[src/hw/rtl/rse_pkg.sv]
// ============================================================================
// rse_pkg: shared types and GF(256) helpers for the Reed-Solomon encoder
// Field polynomial x^8+x^4+x^3+x^2+1, primitive element alpha = 2. Holds the
// controller/datapath command and status structs and the alpha power table.
// ============================================================================
package rse_pkg;

    typedef logic [7:0] byte_t;
    typedef byte_t alpha_tab_t [256];

    // Low byte of the field polynomial, folded back in on carry out of bit 7
    localparam byte_t GF_POLY_LOW = 8'h1D;

    // Register index decode, taken from paddr[2]
    localparam logic IDX_PARITY_COUNT = 1'b0;
    localparam logic IDX_FIRST_ROOT   = 1'b1;

    // Reset values of the configuration registers
    localparam logic [5:0] PARITY_COUNT_RST = 6'd16;
    localparam logic [7:0] FIRST_ROOT_RST   = 8'd0;

    // Source of the output register payload
    typedef enum logic [1:0] {
        OSEL_ECHO   = 2'b00,
        OSEL_PARITY = 2'b01,
        OSEL_ERROR  = 2'b10
    } out_sel_t;

    // Commands from the controller to the datapath
    typedef struct packed {
        logic     gen_init;     // generator := 1, alpha := alpha^first_root
        logic     gen_step;     // multiply generator by (x + alpha), alpha *= 2
        logic     par_clear;    // zero the parity register
        logic     par_shift;    // clock the division LFSR
        logic     par_zero_in;  // LFSR input is a padding zero
        logic     par_pop;      // shift parity bytes toward entry 0
        logic     out_load;     // load the output register
        out_sel_t out_sel;
        logic     out_run_end;
    } dp_cmd_t;

    // Status from the datapath to the controller
    typedef struct packed {
        logic out_free;         // output register can take a new result this cycle
    } dp_status_t;

    // Multiply by alpha
    function automatic byte_t gf_xtime(input byte_t x);
        return {x[6:0], 1'b0} ^ (x[7] ? GF_POLY_LOW : 8'h00);
    endfunction

    // General GF(256) product, shift-and-add
    function automatic byte_t gf_mul(input byte_t a, input byte_t b);
        byte_t r;
        byte_t x;
        r = '0;
        x = a;
        for (int k = 0; k < 8; k++)
        begin
            if (b[k])
                r = r ^ x;
            x = gf_xtime(x);
        end
        return r;
    endfunction

    // alpha^e for e = 0..255, exponent taken modulo 255
    function automatic alpha_tab_t gf_alpha_table();
        alpha_tab_t t;
        byte_t      v;
        v = 8'h01;
        for (int e = 0; e < 255; e++)
        begin
            t[e] = v;
            v    = gf_xtime(v);
        end
        t[255] = 8'h01;
        return t;
    endfunction

    localparam alpha_tab_t ALPHA_POW = gf_alpha_table();

endpackage

[src/hw/rtl/rse_ctrl.sv]
// ============================================================================
// rse_ctrl: encoder sequencer
// Builds the generator, counts message bytes, runs the zero padding, emits
// the parity bytes and handles over-long blocks.
// ============================================================================
module rse_ctrl #(
    parameter int BLOCK_LEN  = 255,
    parameter int MAX_PARITY = 32
) (
    input  logic                clk,
    input  logic                rst_n,
    input  logic                cfg_wr,
    input  logic [5:0]          parity_count,
    input  logic                in_valid,
    input  logic                in_last,
    output logic                in_ready,
    input  rse_pkg::dp_status_t status,
    output rse_pkg::dp_cmd_t    cmd
);
    import rse_pkg::*;

    localparam int TW   = $clog2(MAX_PARITY + 1);
    localparam int CW   = $clog2(BLOCK_LEN + 1);
    localparam int TLIM = (MAX_PARITY < BLOCK_LEN - 1) ? MAX_PARITY : BLOCK_LEN - 1;

    typedef enum logic [4:0] {
        S_BUILD_INIT = 5'b00001,
        S_BUILD      = 5'b00010,
        S_RUN        = 5'b00100,
        S_PAD        = 5'b01000,
        S_EMIT       = 5'b10000
    } state_t;

    state_t          state_reg, state_next;
    logic [TW-1:0]   t_reg, t_next;
    logic [TW-1:0]   idx_reg, idx_next;
    logic [CW-1:0]   cnt_reg, cnt_next;
    logic            ovf_reg, ovf_next;
    logic            dirty_reg, dirty_next;

    logic [6:0]      pc_w;
    logic [6:0]      t_w;
    logic [TW-1:0]   eff_t;
    logic [TW-1:0]   t_last;
    logic [CW-1:0]   msg_max;
    logic [CW-1:0]   cnt_inc;
    logic            boundary;
    logic            over;
    logic            in_fire;

    // Effective parity count: zero reads as one, large values saturate
    always_comb
    begin
        pc_w = {1'b0, parity_count};
        if (pc_w == 7'd0)
            t_w = 7'd1;
        else if (pc_w > 7'(TLIM))
            t_w = 7'(TLIM);
        else
            t_w = pc_w;
        eff_t = TW'(t_w);
    end

    assign t_last   = t_reg - 1'b1;
    assign msg_max  = CW'(BLOCK_LEN) - CW'(t_reg);
    assign cnt_inc  = cnt_reg + 1'b1;
    assign boundary = (cnt_reg == '0) && !ovf_reg;
    assign over     = ovf_reg || (cnt_reg >= msg_max);

    // Take bytes only in RUN with room in the output register; a pending
    // config change rebuilds the generator first at a block boundary
    assign in_ready = (state_reg == S_RUN) && !(boundary && dirty_reg) && status.out_free;
    assign in_fire  = in_valid && in_ready;

    // Next-state and command logic
    always_comb
    begin
        state_next = state_reg;
        t_next     = t_reg;
        idx_next   = idx_reg;
        cnt_next   = cnt_reg;
        ovf_next   = ovf_reg;
        dirty_next = dirty_reg || cfg_wr;
        cmd        = '0;
        cmd.out_sel = OSEL_ECHO;

        case (state_reg)
            S_BUILD_INIT:
            begin
                cmd.gen_init  = 1'b1;
                cmd.par_clear = 1'b1;
                t_next        = eff_t;
                idx_next      = '0;
                cnt_next      = '0;
                ovf_next      = 1'b0;
                dirty_next    = cfg_wr;
                state_next    = S_BUILD;
            end

            S_BUILD:
            begin
                cmd.gen_step = 1'b1;
                idx_next     = idx_reg + 1'b1;
                if (idx_reg == t_last)
                begin
                    idx_next   = '0;
                    state_next = S_RUN;
                end
            end

            S_RUN:
            begin
                if (boundary && dirty_reg)
                begin
                    state_next = S_BUILD_INIT;
                end
                else if (in_fire)
                begin
                    if (over)
                    begin
                        // Over-long block: drop bytes, one error result on last
                        ovf_next = 1'b1;
                        if (in_last)
                        begin
                            cmd.out_load    = 1'b1;
                            cmd.out_sel     = OSEL_ERROR;
                            cmd.out_run_end = 1'b1;
                            cmd.par_clear   = 1'b1;
                            cnt_next        = '0;
                            ovf_next        = 1'b0;
                        end
                    end
                    else
                    begin
                        cmd.out_load  = 1'b1;
                        cmd.out_sel   = OSEL_ECHO;
                        cmd.par_shift = 1'b1;
                        cnt_next      = cnt_inc;
                        if (in_last)
                        begin
                            idx_next = '0;
                            if (cnt_inc == msg_max)
                                state_next = S_EMIT;
                            else
                                state_next = S_PAD;
                        end
                    end
                end
            end

            S_PAD:
            begin
                cmd.par_shift   = 1'b1;
                cmd.par_zero_in = 1'b1;
                cnt_next        = cnt_inc;
                if (cnt_inc == msg_max)
                    state_next = S_EMIT;
            end

            S_EMIT:
            begin
                if (status.out_free)
                begin
                    cmd.out_load    = 1'b1;
                    cmd.out_sel     = OSEL_PARITY;
                    cmd.par_pop     = 1'b1;
                    cmd.out_run_end = (idx_reg == t_last);
                    idx_next        = idx_reg + 1'b1;
                    if (idx_reg == t_last)
                    begin
                        idx_next   = '0;
                        cnt_next   = '0;
                        ovf_next   = 1'b0;
                        state_next = S_RUN;
                    end
                end
            end

            default:
            begin
                state_next = S_BUILD_INIT;
            end
        endcase
    end

    // Control registers
    always_ff @(posedge clk or negedge rst_n)
    begin
        if (!rst_n)
        begin
            state_reg <= S_BUILD_INIT;
            t_reg     <= TW'(1);
            idx_reg   <= '0;
            cnt_reg   <= '0;
            ovf_reg   <= 1'b0;
            dirty_reg <= 1'b0;
        end
        else
        begin
            state_reg <= state_next;
            t_reg     <= t_next;
            idx_reg   <= idx_next;
            cnt_reg   <= cnt_next;
            ovf_reg   <= ovf_next;
            dirty_reg <= dirty_next;
        end
    end

endmodule

[config.mk]
export PLATFORM = sky130hd
export DESIGN_NAME = rse_ctrl
export DESIGN_NICKNAME = d
export VERILOG_FILES = /design/src/hw/rtl/rse_pkg.sv /design/src/hw/rtl/rse_ctrl.sv
export SDC_FILE = /design/constraint.sdc
export NUM_CORES = 1
export LEC_CHECK = 0
export BUFFER_PORTS_ARGS = -buffer_cell sky130_fd_sc_hd__buf_2
export CAP_MARGIN = 10
export CORE_UTILIZATION = 25
export DETAILED_ROUTE_END_ITERATION = 16
export HOLD_SLACK_MARGIN = 0.1
export PLACE_DENSITY_LB_ADDON = 0.08
export SLEW_MARGIN = 10
export SYNTH_ARGS = -nofsm -noshare
export SYNTH_HDL_FRONTEND = slang
export SYNTH_SLANG_ARGS = --single-unit
[constraint.sdc]
create_clock -name clk -period 2.8 [get_ports clk]
set_input_delay 0.7 -clock clk [delete_from_list [all_inputs] [get_ports clk]]
set_output_delay 0.7 -clock clk [all_outputs]
set_load 0.03 [all_outputs]
==> metrics.csv, run 1 <==
stage,metric,value,unit
status,outcome,"finished, violations left",
status,violations,negative setup slack,
timing,fmax,0.355,GHz
route,ant_nets,0,
grt,gr-total-overflow,0,
clocking,cts_root_buf,clkbuf_8,
clocking,cts_tree,yes,
pwr,p_leak,1.13,nW
die,dieArea,8640,um2
yosys,ys_seq_area_frac,0.328,
final_layout,post_route_cells_drive_above_1_share,0.251,
pwr,power,2.08,mW
placed_design,place_hpwl,4.35,mm
die,die_w,92.9,um
route,wirelength,5.65,mm
timing,final-setup-viol-count,3,
critical_path,criticalPathCategory,reg -> out,
timing,period_needed,2820,ps
run,cap_violations,0,
route,vias_per_cell,4.92,
yosys,synth_edf_count,0,
timing,rsz0062_at_grt,yes,
final_layout,fill_cells,858,
final_layout,final_nets,294,
grt,grt_pass1_wl,9.29,mm
final_layout,register_area,678,um2
critical_path,end_kind,primary output,
route,drt_drc_violations_left,0,
timing,fin_ws,-18.3,ps
final_layout,mostFrequentLayoutCell,nand2_1,
yosys,yosysUniqueCellTypes,55,
final_layout,multi_input_area,1350,um2
die,rows,32,
die,boundaryPins,23,
pwr,power.density,819,nW/um2
final_layout,largest_register_ffs,8,
final_layout,diodes,0,
clocking,numCtsBuffers,3,
route,dr.pass1.iters,4,
yosys,ys.flop_type,dfrtp_1,
route,wire_per_inst,15.1,um
final_layout,area_growth_syn_to_layout,22.7,%
critical_path,required,2100,ps
placed_design,placed_cells,365,
timing,maxSlewHeadroom,0.553,
die,core_area,7850,um2
grt,grt_usage,0.140,
critical_path,cp.arrival,2120,ps
yosys,synth_seq_cells,27,
grt,grt_max_degree,28,
final_layout,final_cell_mix,"28 x nand2_1, 25 x dfrtp_1, 20 x buf_4, 17 x buf_2",
placed_design,gp_congestion,0.794,
timing,worst_pin_slew,671,ps
pwr,ir_drop,0.000342,V
final_layout,layout.cells.non_filler,373,
route,vias,1836,
yosys,netlist_instances,234,
yosys,async_reset_ff_frac,1.00,
yosys,syn_area,2070,um2
timing,hold_viol,0,
clocking,path_clk_slew,110,ps
yosys,syn_nets,256,
final_layout,final_util,0.323,
grt,grt_pass1_vias,1766,
critical_path,path_max_fanout,5,
timing,hold_ws,447,ps
clocking,clock_latency,280,ps
timing,final-max-slew-violation-count,0,
die,fp.dieH,92.9,um
clocking,clkSinkCount,27,
yosys,synthesis.area_per_instance,8.83,um2
placed_design,dp_slack,121,ps
placed_design,portBuffers,22,
clocking,hold_buffers,0,
grt,grt_antenna_before_repair,0,
die,initial_core_util,0.263,
route,first_iter_violations,107,
timing,clock_skew,11.1,ps
clocking,htreeDepth,1,
clocking,cts_buffer_depth,2,
timing,min_period_over_period,1.01,
yosys,yosysWarningCount,0,
hold_path,min_path_type,in -> async,
critical_path,startpoint_type,register,
final timing paths:
| path | from | to | slack [ps] | cells after the start |
|---|---|---|---|---|
| setup reg to reg | t_reg[0] | cnt_reg[3] | 310 | 9 |
| max in group asynchronous | rst_n | t_reg[1] | 1920 | 1 |
| min in group clk | dirty_reg | dirty_reg | 540 | 1 |
| setup / recovery | t_reg[2] | cmd[0] | -20 | 7 |
| hold / removal | rst_n | t_reg[3] | 450 | 1 |
| hold reg to reg | dirty_reg | dirty_reg | 540 | 1 |
power by group:
| group | internal (mW) | total (mW) | leakage, nW | switching (mW) |
|---|---|---|---|---|
| registers | 0.474 | 0.578 | 0.358 | 0.104 |
| clock network | 0.102 | 0.236 | 0.0228 | 0.133 |
| logic | 0.553 | 1.26 | 0.752 | 0.711 |
| total | 1.13 | 2.08 | 1.13 | 0.948 |
per-layer routing:
layer	vias up	track usage	wire length [um]
li1	914	-	-
met4	0	0.0385	41
met1	890	0.190	2800
met5	-	0	0
met3	2	0.0140	135
met2	30	0.234	2670
final cells by class:
| type | count | share of cell area |
|---|---|---|
| clock buffers | 4 | 0.0178 |
| inverters | 12 | 0.0187 |
| multi-input cells | 186 | 0.532 |
| flip-flops and latches | 27 | 0.267 |
| well taps | 102 | 0.0503 |
| repair buffers | 42 | 0.113 |
critical path, cell delays in order, from the launching register on:
cell and delay (ps):
dfrtp_1 400, ha_1 350, a211o_1 310, a31oi_4 150, o31a_1 240, nand3b_1 170
nand2_1 80, buf_6 140
cell usage after synthesis (2+ instances only):
library cell  count  area share
a211o_1           2      0.0085
a21o_1            3       0.011
a21oi_1           9       0.022
a31oi_1           6       0.018
and2_1            2      0.0061
and3_1            6       0.018
buf_2             2      0.0048
clkbuf_1          4      0.0073
clkbuf_2          2      0.0048
dfrtp_1          25        0.30
dfstp_2           2       0.025
ha_1             10       0.061
inv_1            12       0.022
mux2i_1           3       0.015
nand2_1          28       0.051
nand2b_1         10       0.030
nand3_1          10       0.024
nand3b_1          5       0.018
nand4_1           5       0.015
nor2_1           10       0.018
nor2b_1           2      0.0061
nor3_1            5       0.012
o211ai_1          2      0.0073
o21ai_0          16       0.039
o21ai_1           2      0.0048
o22ai_1           3      0.0091
o31a_1            2      0.0085
or2_2             2      0.0061
xnor2_1          16       0.068
xor2_1            3       0.013
cells by family after synthesis:
kind of cell,Yosys count,synth area share
DFF,27,0.328
adders and majority gates,10,0.0605
AOI/OAI and AO/OA,57,0.199
muxes,3,0.0145
and+or+nand+nor,97,0.275
xor gates and xnor gates,19,0.0805
buffers and inverters,21,0.0424
through the flow:
step                setup TNS (ps)  instance area [um2]
floorplan                        0                 2070
global placement                 0                 2380
detailed placement               0                 2380
CTS                           -181                 2490
global route                  -563                 2540
finish                       -45.2                 2540
repair_timing:
action                     CTS  global route
pin swaps                    5             7
buffers inserted             3             1
setup endpoints to repair    5             5
gates resized for setup     10             8
No activity file was read; power rests on OpenSTA's default activity.
==> inputs of run 2 (changes only) <==
CORE_UTILIZATION = 59   (was 25)
==> run 2 against run 1 <==
Effect of this change: the flow still finishes with violations (negative setup slack); core utilization rose by 42 points; die area is 57% lower; sequential power about the same.
==> metrics.csv, run 2 (synthesis gave the netlist of run 1 again) <==
stage,metric,value,unit,change
status,outcome,"finished, violations left",,
status,violations,negative setup slack,,
clocking,cts_tree,yes,,
grt,gr-total-overflow,0,,unchanged
clocking,clock_latency,350,ps,+70 ps
grt,grt_pass1_vias,1604,,-9.2%
grt,grt_usage,0.268,,+0.128
route,ant_nets,0,,unchanged
critical_path,required,2100,ps,about the same
pwr,p_int,1.07,mW,-5.3%
die,rows,21,,-34%
critical_path,startpoint_type,register,,
final_layout,area_growth_syn_to_layout,20.5,%,
route,first_iter_violations,129,,+21%
timing,worst_pin_slew,616,ps,-54.7 ps
pwr,p_leak,1.14,nW,+0.72%
die,fp.dieH,61.2,um,-34%
timing,rsz0062_at_grt,yes,,
final_layout,final_cell_mix,"28 x nand2_1, 25 x dfrtp_1, 22 x buf_4, 18 x buf_2",,
final_layout,mostFrequentLayoutCell,nand2_1,,
grt,grt_max_degree,28,,unchanged
pwr,combinationalPowerShare,0.619,,+0.011
grt,grt_busiest_layer,met2,,
placed_design,placed_cells,308,,-16%
timing,maxSlewHeadroom,0.589,,+0.0364
timing,period_needed,2940,ps,+119 ps
final_layout,post_route_cells_drive_above_1_share,0.266,,+0.0155
timing,fin_ws,-137,ps,-119 ps
timing,clock_skew,5.45,ps,-5.66 ps
grt,met2_usage,0.446,,+0.212
die,initial_core_util,0.619,,+0.356
pwr,switchingPower,0.939,mW,-1.0%
die,core_area,3340,um2,-57%
critical_path,cp.arrival,2240,ps,+120 ps
pwr,p_seq_frac,0.287,,+0.009
timing,hold_viol,0,,unchanged
timing,min_period_over_period,1.05,,+0.0424
run,cap_violations,0,,unchanged
die,dieArea,3740,um2,-57%
placed_design,dp_slack,139,ps,+17.6 ps
pwr,power.density,806,nW/um2,-1.6%
placed_design,gp_congestion,0.819,,+3.2%
route,vias_per_cell,5.97,,+21%
timing,fmax,0.340,GHz,-4.0%
timing,final-max-slew-violation-count,0,,unchanged
clocking,cts_buffer_depth,2,,unchanged
grt,met1_usage,0.364,,+0.174
clocking,path_clk_slew,160,ps,+50 ps
die,boundaryPins,23,,unchanged
pwr,clkPwrFrac,0.094,,-0.019
critical_path,path_max_fanout,4,,-1
grt,grt_use_met3,0.0357,,+0.0218
timing,finalSetupTns,-497,ps,-452 ps
critical_path,end_kind,primary output,,
clocking,htreeDepth,1,,unchanged
final_layout,final_nets,297,,+1.0%
pwr,p_sw_frac,0.468,,+0.0111
clocking,hold_buffers,0,,unchanged
placed_design,place_hpwl,3.59,mm,-17%
hold_path,min_path_type,in -> async,,
grt,grt_antenna_before_repair,0,,unchanged
clocking,cts_root_buf,clkbuf_4,,
grt,grt_pass1_wl,7.38,mm,-21%
placed_design,portBuffers,22,,unchanged
route,vias,1911,,+4.1%
route,wire_per_inst,16.1,um,+6.1%
route,dr.pass1.iters,4,,unchanged
pwr,ir_drop,0.000572,V,+67%
route,wirelength,5.14,mm,-9.0%
die,die_w,61.2,um,-34%
route,drt_drc_violations_left,0,,unchanged
final_layout,largest_register_ffs,8,,unchanged
clocking,numCtsBuffers,3,,unchanged
critical_path,criticalPathCategory,reg -> out,,
timing,final-setup-viol-count,5,,+2
final_layout,diodes,0,,unchanged
final_layout,layout.cells.non_filler,320,,-14%
clocking,clkSinkCount,27,,unchanged
## run 2: cell types whose count changed in the layout (fill, tap and decap cells not counted), sizes merged
cell,delta
buf,+4
clkbuf,-2
clkinvlp,+1
## run 2: layout make-up
type                    count  area, um2
flip-flops and latches     27        678
multi-input cells         186       1370
repair buffers             45        312
well taps                  46       57.6
fillers                   257        846
clock inverters             1       7.51
clock buffers               3       22.5
inverters                  12       47.5
## run 2: timing repair
action / CTS / global route
gates resized for setup: 10 / 10
buffers inserted: 3 / 5
endpoints found under the hold margin: 0 / 0
endpoints found under the setup margin: 5 / 6
pin swaps: 5 / 9
## run 2: path summary, 6_finish.rpt
path / from / end / slack, ps / cells past startpoint
worst max-delay path: t_reg[0] / cmd[6] / -140 / 8
max in group asynchronous: rst_n / cnt_reg[4] / 2070 / 1
worst min register to register: dirty_reg / dirty_reg / 560 / 1
worst min-delay path: rst_n / idx_reg[3] / 340 / 1
min in group clk: parity_count[5] / t_reg[0] / 540 / 2
worst max register to register: t_reg[0] / cnt_reg[3] / 160 / 10
## run 2: worst max-delay path, cell delays in order, from the launching register on
cell and delay [ps]:
dfstp_2 590, inv_4 50, ha_4 250, nand2b_4 120, a31oi_4 70, o31a_1 310, buf_6 150, a31o_4 210
buf_6 130
## run 2: per-layer routing
layer | up-vias | part of all wire
met5 | - | 0
met3 | 14 | 0.043
met4 | 0 | 0.021
li1 | 924 | -
met1 | 907 | 0.46
met2 | 66 | 0.48
## run 2: power groups by stage
stage | sequential (mW) | combinational (mW) | clock (mW)
CTS | 0.565 | 1.15 | 0.189
finish | 0.576 | 1.24 | 0.188
global placement | 0.576 | 1.09 | 0
global route | 0.589 | 1.35 | 0.204
detailed placement | 0.578 | 1.11 | 0
floorplan | 0.566 | 0.818 | 0
## run 2: stage by stage
stage / hold WS, ps / util / cell area (um2) / power [mW]
detailed placement: 535 / 0.691 / 2300 / 1.68
global placement: 514 / 0.691 / 2300 / 1.66
floorplan: 404 / - / 2070 / 1.38
CTS: 352 / 0.718 / 2390 / 1.91
global route: 383 / 0.747 / 2490 / 2.14
finish: 336 / 0.747 / 2490 / 2.01
